[src/hdl/tbra_pkg.sv]
`default_nettype none
package tbra_pkg;

    // Design constants
    localparam int unsigned BYTES_PER_PIXEL = 4;
    localparam int unsigned MAX_TILE_HEIGHT = 64;

    // Divider layout: 16-bit quotient, a few restoring steps per stage
    localparam int unsigned DIV_BITS        = 16;
    localparam int unsigned DIV_STEPS_STAGE = 4;
    localparam int unsigned DIV_STAGES      = DIV_BITS / DIV_STEPS_STAGE;

    // Configuration register indexes
    localparam logic [2:0] CFG_IMAGE_BASE    = 3'd0;
    localparam logic [2:0] CFG_TILE_WIDTH    = 3'd1;
    localparam logic [2:0] CFG_TILE_HEIGHT   = 3'd2;
    localparam logic [2:0] CFG_TILE_SPACING  = 3'd3;
    localparam logic [2:0] CFG_ATLAS_COLUMNS = 3'd4;
    localparam logic [2:0] CFG_IMAGE_WIDTH   = 3'd5;

    typedef struct packed {
        logic [31:0] image_base;
        logic [8:0]  tile_width;
        logic [6:0]  tile_height;
        logic [7:0]  tile_spacing;
        logic [8:0]  atlas_columns;
        logic [12:0] image_width;
    } t_cfg;

    // Item leaving the divider: quotient is tile row, remainder tile column
    typedef struct packed {
        logic        zero;
        logic [8:0]  rem;
        logic [15:0] dq;
        logic [31:0] dest_base;
        logic [12:0] dstride;
    } t_div_item;

    // Item leaving the address stages
    typedef struct packed {
        logic        zero;
        logic [31:0] src;
        logic [31:0] dest_base;
        logic [12:0] dstride;
    } t_addr_item;

endpackage
`default_nettype wire

[src/hdl/tbra_div.sv]
`default_nettype none
module tbra_div
    import tbra_pkg::*;
(
    input  wire logic        i_clk,
    input  wire logic        i_rst_n,
    input  wire t_cfg        i_cfg,
    input  wire logic        i_valid,
    output logic             o_ready,
    input  wire logic [15:0] i_tile_number,
    input  wire logic [31:0] i_dest_base,
    input  wire logic [12:0] i_dest_stride_px,
    output logic             o_valid,
    input  wire logic        i_ready,
    output t_div_item        o_item
);

    localparam int unsigned LAST = DIV_STAGES;

    logic      r_v   [0:LAST];
    t_div_item r_s   [0:LAST];
    logic      w_adv [0:LAST];
    logic [8:0] w_cols;

    // A few restoring division steps on the {remainder, dividend} pair
    function automatic t_div_item div_steps(t_div_item s, logic [8:0] d);
        logic [9:0] t;
        t_div_item  r;
        r = s;
        for (int i = 0; i < DIV_STEPS_STAGE; i++) begin
            t    = {r.rem, r.dq[DIV_BITS-1]};
            r.dq = {r.dq[DIV_BITS-2:0], 1'b0};
            if (t >= {1'b0, d}) begin
                r.rem   = 9'(t - {1'b0, d});
                r.dq[0] = 1'b1;
            end else begin
                r.rem = t[8:0];
            end
        end
        return r;
    endfunction

    // zero columns count as one
    assign w_cols = (i_cfg.atlas_columns == 9'd0) ? 9'd1 : i_cfg.atlas_columns;

    // stage may load when empty or when its content moves on
    always_comb begin
        w_adv[LAST] = !r_v[LAST] || i_ready;
        for (int k = LAST - 1; k >= 0; k--) begin
            w_adv[k] = !r_v[k] || w_adv[k+1];
        end
    end

    // valid bits
    always_ff @(posedge i_clk) begin
        if (!i_rst_n) begin
            for (int k = 0; k <= LAST; k++) begin
                r_v[k] <= 1'b0;
            end
        end else begin
            if (w_adv[0]) begin
                r_v[0] <= i_valid;
            end
            for (int k = 1; k <= LAST; k++) begin
                if (w_adv[k]) begin
                    r_v[k] <= r_v[k-1];
                end
            end
        end
    end

    // payload: input capture, then division stages
    always_ff @(posedge i_clk) begin
        if (w_adv[0]) begin
            r_s[0].zero      <= (i_tile_number == 16'd0);
            r_s[0].rem       <= 9'd0;
            r_s[0].dq        <= i_tile_number - 16'd1;
            r_s[0].dest_base <= i_dest_base;
            r_s[0].dstride   <= i_dest_stride_px;
        end
        for (int k = 1; k <= LAST; k++) begin
            if (w_adv[k]) begin
                r_s[k] <= div_steps(r_s[k-1], w_cols);
            end
        end
    end

    assign o_ready = w_adv[0];
    assign o_valid = r_v[LAST];
    assign o_item  = r_s[LAST];

endmodule
`default_nettype wire

[src/hdl/tbra_addr.sv]
`default_nettype none
module tbra_addr
    import tbra_pkg::*;
(
    input  wire logic      i_clk,
    input  wire logic      i_rst_n,
    input  wire t_cfg      i_cfg,
    input  wire logic      i_valid,
    output logic           o_ready,
    input  wire t_div_item i_item,
    output logic           o_valid,
    input  wire logic      i_ready,
    output t_addr_item     o_item
);

    typedef struct packed {
        logic        zero;
        logic [18:0] px;
        logic [24:0] py;
        logic [31:0] dest_base;
        logic [12:0] dstride;
    } t_a1;

    typedef struct packed {
        logic        zero;
        logic [18:0] px;
        logic [31:0] prod;
        logic [31:0] dest_base;
        logic [12:0] dstride;
    } t_a2;

    logic       r_v1, r_v2, r_v3;
    t_a1        r_a1;
    t_a2        r_a2;
    t_addr_item r_a3;
    logic       w_adv1, w_adv2, w_adv3;
    logic [9:0]  w_pitch_x;
    logic [8:0]  w_pitch_y;
    logic [31:0] w_prod;
    logic [31:0] w_start;

    assign w_adv3 = !r_v3 || i_ready;
    assign w_adv2 = !r_v2 || w_adv3;
    assign w_adv1 = !r_v1 || w_adv2;

    // tile pitch in pixels, both axes
    assign w_pitch_x = 10'(i_cfg.tile_width) + 10'(i_cfg.tile_spacing);
    assign w_pitch_y = 9'(i_cfg.tile_height) + 9'(i_cfg.tile_spacing);

    // row offset times source pitch, wraps at 32 bits
    assign w_prod  = 32'(r_a1.py) * 32'(i_cfg.image_width);
    assign w_start = r_a2.prod + 32'(r_a2.px);

    always_ff @(posedge i_clk) begin
        if (!i_rst_n) begin
            r_v1 <= 1'b0;
            r_v2 <= 1'b0;
            r_v3 <= 1'b0;
        end else begin
            if (w_adv1) r_v1 <= i_valid;
            if (w_adv2) r_v2 <= r_v1;
            if (w_adv3) r_v3 <= r_v2;
        end
    end

    // stage 1: pixel offsets of the tile corner
    always_ff @(posedge i_clk) begin
        if (w_adv1) begin
            r_a1.zero      <= i_item.zero;
            r_a1.px        <= 19'(w_pitch_x) * 19'(i_item.rem);
            r_a1.py        <= 25'(w_pitch_y) * 25'(i_item.dq);
            r_a1.dest_base <= i_item.dest_base;
            r_a1.dstride   <= i_item.dstride;
        end
    end

    // stage 2: row offset times source pitch
    always_ff @(posedge i_clk) begin
        if (w_adv2) begin
            r_a2.zero      <= r_a1.zero;
            r_a2.px        <= r_a1.px;
            r_a2.prod      <= w_prod;
            r_a2.dest_base <= r_a1.dest_base;
            r_a2.dstride   <= r_a1.dstride;
        end
    end

    // stage 3: byte address of the first source row
    always_ff @(posedge i_clk) begin
        if (w_adv3) begin
            r_a3.zero      <= r_a2.zero;
            r_a3.src       <= i_cfg.image_base + 32'(w_start * BYTES_PER_PIXEL);
            r_a3.dest_base <= r_a2.dest_base;
            r_a3.dstride   <= r_a2.dstride;
        end
    end

    assign o_ready = w_adv1;
    assign o_valid = r_v3;
    assign o_item  = r_a3;

endmodule
`default_nettype wire

[src/hdl/tbra_rows.sv]
`default_nettype none
module tbra_rows
    import tbra_pkg::*;
(
    input  wire logic       i_clk,
    input  wire logic       i_rst_n,
    input  wire t_cfg       i_cfg,
    input  wire logic       i_valid,
    output logic            o_ready,
    input  wire t_addr_item i_item,
    output logic            o_out_valid,
    input  wire logic       i_out_ready,
    output logic [31:0]     o_src_address,
    output logic [31:0]     o_dest_address,
    output logic [11:0]     o_length_bytes,
    output logic            o_last_row,
    output logic            o_error
);

    logic        r_active;
    logic [6:0]  r_left;
    logic        r_err;
    logic [31:0] r_src;
    logic [31:0] r_dst;
    logic [31:0] r_dst_step;
    logic        r_out_valid;
    logic [31:0] r_o_src;
    logic [31:0] r_o_dst;
    logic [11:0] r_o_len;
    logic        r_o_last;
    logic        r_o_err;

    logic        w_fire;
    logic        w_last;
    logic        w_take;
    logic [6:0]  w_rows;
    logic [11:0] w_len;
    logic [31:0] w_src_step;
    logic        n_out_valid;

    // rows per tile, capped at the maximum height
    assign w_rows = (i_cfg.tile_height > 7'(MAX_TILE_HEIGHT)) ?
                    7'(MAX_TILE_HEIGHT) : i_cfg.tile_height;
    assign w_len      = 12'(i_cfg.tile_width * BYTES_PER_PIXEL);
    assign w_src_step = 32'(i_cfg.image_width * BYTES_PER_PIXEL);

    // emit a row when the output register is free or being drained
    assign w_fire = r_active && (!r_out_valid || i_out_ready);
    assign w_last = (r_left == 7'd1);
    assign w_take = i_valid && (!r_active || (w_fire && w_last));

    assign n_out_valid = w_fire ? 1'b1 : (i_out_ready ? 1'b0 : r_out_valid);

    // control
    always_ff @(posedge i_clk) begin
        if (!i_rst_n) begin
            r_active    <= 1'b0;
            r_left      <= 7'd0;
            r_out_valid <= 1'b0;
        end else begin
            r_out_valid <= n_out_valid;
            if (w_take) begin
                if (i_item.zero) begin
                    r_active <= 1'b1;
                    r_left   <= 7'd1;
                end else begin
                    r_active <= (w_rows != 7'd0);
                    r_left   <= w_rows;
                end
            end else if (w_fire) begin
                r_left <= r_left - 7'd1;
                if (w_last) r_active <= 1'b0;
            end
        end
    end

    // row cursors
    always_ff @(posedge i_clk) begin
        if (w_take) begin
            r_err      <= i_item.zero;
            r_src      <= i_item.zero ? 32'd0 : i_item.src;
            r_dst      <= i_item.zero ? 32'd0 : i_item.dest_base;
            r_dst_step <= 32'(i_item.dstride * BYTES_PER_PIXEL);
        end else if (w_fire) begin
            r_src <= r_src + w_src_step;
            r_dst <= r_dst + r_dst_step;
        end
    end

    // output register
    always_ff @(posedge i_clk) begin
        if (w_fire) begin
            r_o_src  <= r_src;
            r_o_dst  <= r_dst;
            r_o_len  <= r_err ? 12'd0 : w_len;
            r_o_last <= w_last;
            r_o_err  <= r_err;
        end
    end

    assign o_ready        = !r_active || (w_fire && w_last);
    assign o_out_valid    = r_out_valid;
    assign o_src_address  = r_o_src;
    assign o_dest_address = r_o_dst;
    assign o_length_bytes = r_o_len;
    assign o_last_row     = r_o_last;
    assign o_error        = r_o_err;

endmodule
`default_nettype wire

[src/hdl/tile_blit_row_address_generator.sv]
// A request passes the front end, then the row sequencer and its output register.
// Throughput: one row command per cycle while the sink is ready; a tile gives
// min(tile_height, 64) row commands, an error tile one, a zero-height tile none.
// Front end is an 8-stage pipeline (input, 4 divider stages, 3 address stages).
// Reset (synchronous, active low) empties the pipeline and loads config defaults.
`default_nettype none
module tile_blit_row_address_generator
    import tbra_pkg::*;
(
    input  wire logic        i_clk,
    input  wire logic        i_rst_n,
    input  wire logic        i_cfg_valid,
    output logic             o_cfg_ready,
    input  wire logic [2:0]  i_cfg_index,
    input  wire logic [31:0] i_cfg_data,
    input  wire logic        i_in_valid,
    output logic             o_in_ready,
    input  wire logic [15:0] i_tile_number,
    input  wire logic [31:0] i_dest_base,
    input  wire logic [12:0] i_dest_stride_px,
    output logic             o_out_valid,
    input  wire logic        i_out_ready,
    output logic [31:0]      o_src_address,
    output logic [31:0]      o_dest_address,
    output logic [11:0]      o_length_bytes,
    output logic             o_last_row,
    output logic             o_error
);

    t_cfg       r_cfg;
    logic       w_div_valid, w_div_ready;
    t_div_item  w_div_item;
    logic       w_addr_valid, w_addr_ready;
    t_addr_item w_addr_item;

    // configuration registers
    always_ff @(posedge i_clk) begin
        if (!i_rst_n) begin
            r_cfg.image_base    <= 32'd0;
            r_cfg.tile_width    <= 9'd16;
            r_cfg.tile_height   <= 7'd16;
            r_cfg.tile_spacing  <= 8'd0;
            r_cfg.atlas_columns <= 9'd16;
            r_cfg.image_width   <= 13'd256;
        end else if (i_cfg_valid) begin
            unique case (i_cfg_index)
                CFG_IMAGE_BASE:    r_cfg.image_base    <= i_cfg_data;
                CFG_TILE_WIDTH:    r_cfg.tile_width    <= i_cfg_data[8:0];
                CFG_TILE_HEIGHT:   r_cfg.tile_height   <= i_cfg_data[6:0];
                CFG_TILE_SPACING:  r_cfg.tile_spacing  <= i_cfg_data[7:0];
                CFG_ATLAS_COLUMNS: r_cfg.atlas_columns <= i_cfg_data[8:0];
                CFG_IMAGE_WIDTH:   r_cfg.image_width   <= i_cfg_data[12:0];
                default: ;
            endcase
        end
    end

    assign o_cfg_ready = 1'b1;

    // tile number to atlas row and column
    tbra_div u_div (
        .i_clk            (i_clk),
        .i_rst_n          (i_rst_n),
        .i_cfg            (r_cfg),
        .i_valid          (i_in_valid),
        .o_ready          (o_in_ready),
        .i_tile_number    (i_tile_number),
        .i_dest_base      (i_dest_base),
        .i_dest_stride_px (i_dest_stride_px),
        .o_valid          (w_div_valid),
        .i_ready          (w_div_ready),
        .o_item           (w_div_item)
    );

    // source start address
    tbra_addr u_addr (
        .i_clk   (i_clk),
        .i_rst_n (i_rst_n),
        .i_cfg   (r_cfg),
        .i_valid (w_div_valid),
        .o_ready (w_div_ready),
        .i_item  (w_div_item),
        .o_valid (w_addr_valid),
        .i_ready (w_addr_ready),
        .o_item  (w_addr_item)
    );

    // per-row command sequencer
    tbra_rows u_rows (
        .i_clk          (i_clk),
        .i_rst_n        (i_rst_n),
        .i_cfg          (r_cfg),
        .i_valid        (w_addr_valid),
        .o_ready        (w_addr_ready),
        .i_item         (w_addr_item),
        .o_out_valid    (o_out_valid),
        .i_out_ready    (i_out_ready),
        .o_src_address  (o_src_address),
        .o_dest_address (o_dest_address),
        .o_length_bytes (o_length_bytes),
        .o_last_row     (o_last_row),
        .o_error        (o_error)
    );

endmodule
`default_nettype wire

[config.mk]
export PLATFORM = sky130hd
export DESIGN_NAME = tile_blit_row_address_generator
export DESIGN_NICKNAME = d
export VERILOG_FILES = /design/src/hdl/tbra_pkg.sv /design/src/hdl/tbra_div.sv /design/src/hdl/tbra_addr.sv /design/src/hdl/tbra_rows.sv /design/src/hdl/tile_blit_row_address_generator.sv
export SDC_FILE = /design/constraint.sdc
export NUM_CORES = 2
export LEC_CHECK = 0
export ABC_AREA = 0
export BUFFER_PORTS_ARGS = -buffer_cell sky130_fd_sc_hd__buf_2
export CAP_MARGIN = 20
export CORE_UTILIZATION = 26
export DETAILED_ROUTE_END_ITERATION = 16
export PLACE_DENSITY = 0.43
export SYNTH_ARGS = -nofsm -noshare
export SYNTH_HDL_FRONTEND = slang
export SYNTH_SLANG_ARGS = --single-unit
[constraint.sdc]
create_clock -name i_clk -period 27.7 [get_ports i_clk]
set_clock_uncertainty 0.05 [all_clocks]
set_input_delay 2.77 -clock i_clk [delete_from_list [all_inputs] [get_ports i_clk]]
set_output_delay 2.77 -clock i_clk [all_outputs]
set_load 0.02 [all_outputs]
==> results.yml <==
placement:
  pre_cts_ws_ns: 16.99
  place_inst: 7662
  io_buffers: 177
  place_hpwl_microns: 99900
  place_congestion: 0.815
drt:
  wl_per_cell_microns: 17.2
  first_iter_violations: 1882
  routed_via_density: 4.41
  vias: 34579
  firstDrtPassIters: 5
  ant_nets: 0
  drc: 0
  wl_microns: 135000
pwr:
  p_leak_nw: 25.5
  finalPower_mw: 8.02
  p_per_area_nw_per_um2: 129
  irDropWorstVdd_v: 0.000187
global_routing:
  grt_usage: 0.126
  grt_max_degree: 81
  overflow: 0
  grt_pass1_vias: 35656
  grt_pass1_wl_microns: 208000
  antenna_found_initial: 9
logic_synthesis:
  syn_area_sq_um: 54900
  ys_types: 74
  synth_top_area_share: 0.420
  synth_edf_count: 767
  synth.most_common_cell: "edfxtp_1"
  ys_warn_count: 0
  netlist_instances: 4782
  ys_seq_elements: 857
  async_flop_share: 0
  synthFlopType: "edfxtp_1"
  ys_seq_area_frac: 0.453
  synthTopCellsByArea: "edfxtp_1, fa_1, ha_1"
  yosys-top-cells-count: "edfxtp_1, nand2_1, inv_1"
  yosysTopAreaCell: "edfxtp_1"
  synth.avg_cell_area_sq_um: 11.5
worst_setup_path:
  slowest_delay_ns: 0.55
  critPathSlowestCell: "or4_4"
  r2r_cells: 38
  worstPathArrival_ns: 11.10
  crit_family: "compound AO/OA/AOI/OAI gates"
  path_class: "reg2reg"
  start_kind: "register"
  cp_data_required_time_ns: 28.10
  crit_cells: 38
  cp_max_fo: 16
  critPathCaptureType: "register"
  critical_path_buf_inv_count: 2
finish:
  n_fill_cell: 21520
  drive_gt1_frac: 0.0963
  syn_to_final_growth_pct: 13.6
  fin_nets: 5827
  fin_cells: 7842
  multiInputGateArea_sq_um: 27700
  seq_area_sq_um: 24800
  fin_util: 0.297
clocking:
  cts.sinks: 857
  clk_latency_ns: 0.71
  path_clk_slew_ns: 0.06
  hold_buffers: 0
  cts_tree: "yes"
  postCtsResizedCells: 0
  cts_root_buffer: "clkbuf_16"
  cts_htree_levels: 3
  cts_max_path_buffers: 3
  cts_made_buffers: 94
  post_cts_buffers: 0
die:
  die_area_sq_um: 213000
  ioPinCount: 182
  start_util: 0.262
  std_cell_rows: 168
  core-area_sq_um: 210000
  dieWidth_microns: 461
  fp.dieH_microns: 461
timing:
  hold_viol: 0
  period_needed_ns: 10.70
  slew_violations: 0
  rsz0062_at_grt: "false"
  finalSetupViolCount: 0
  tightest_slew_ns: 1.16
  layout_setup_ws_ns: 17.00
  fmax_mhz: 93.5
  max_slew_margin: 0.226
  fin_crit_sh: 0.386
  tns_ns: 0
worst_hold_path:
  hold_class: "reg2reg"
  whs_path_depth: 0
outcome:
  outcome: "finished clean"
flow_run:
  cap_violations: 0
## layout make-up
cell class	count	share of cell area
diodes	3	0.000120
clock buffers	122	0.0414
clock inverters	55	0.0101
inverters	505	0.0305
multi-input cells	3277	0.444
flip-flops and latches	857	0.398
well taps	2805	0.0563
repair buffers	218	0.0192
## metrics by stage
stage               hold WS (ns)  area [sq um]
floorplan                  0.350         54900
global placement           0.351         59100
detailed placement         0.355         59100
CTS                        0.352         62300
global route               0.366         62300
finish                     0.351         62300
## registers in the layout (all words and copies together) (netlist names), 78 cells and up
name	flops
u_addr.r_a1	90
u_addr.r_a2	95
r_cfg	78
u_addr.o_item	78
u_div.r_s	346
## cells by family (layout without fill, tap and decap cells)
| logic type | after synthesis | after routing | synth area share |
|---|---|---|---|
| and+or+nand+nor | 1411 | 1411 | 0.123 |
| DFF | 857 | 857 | 0.453 |
| other | 2 | 7 | 0.000137 |
| AOI/OAI and AO/OA | 701 | 701 | 0.0822 |
| buffers and inverters | 650 | 900 | 0.0448 |
| xor gates and xnor gates | 292 | 292 | 0.0466 |
| adders and majority gates | 773 | 773 | 0.232 |
| muxes | 96 | 96 | 0.0192 |
## metal layers
| metal | track usage | wire length, microns |
|---|---|---|
| met5 | 0 | 32 |
| met4 | 0.0387 | 3640 |
| met3 | 0.0188 | 5140 |
| met2 | 0.203 | 61300 |
| met1 | 0.172 | 64500 |
## cells in the final DEF (no fill, tap or decap), types with 156 or more instances in the layout
cell / n
a21oi_1: 192
and2_1: 220
buf_2: 177
edfxtp_1: 767
fa_1: 404
ha_1: 369
inv_1: 497
nand2_1: 633
nor2_1: 180
o21ai_0: 156
xnor2_1: 190
## where the power goes
part,internal (mW),switching [mW]
Combinational,2.27,2.47
Sequential,1.81,0.176
Clock,0.749,0.544
## worst paths after layout
| kind | from | end | slack, ns |
|---|---|---|---|
| max | r_cfg[16] | u_div.r_s[0][277] | 17.00 |
| max reg2reg | r_cfg[16] | u_div.r_s[0][277] | 17.00 |
| min reg2reg | u_div.r_s[0][195] | u_div.r_s[0][270] | 0.35 |
| min | u_div.r_s[0][195] | u_div.r_s[0][270] | 0.35 |
## worst reg2reg max path, delay by kind of cell (launching register included)
kind / cells / cell delay, ns
compound gates: 15 / 3.72
simple gates: 12 / 2.76
fa+ha+maj: 5 / 1.77
mux: 4 / 1.46
buf+inv: 2 / 0.34
flops: 1 / 0.33
Power figures use the tool's default switching activity.
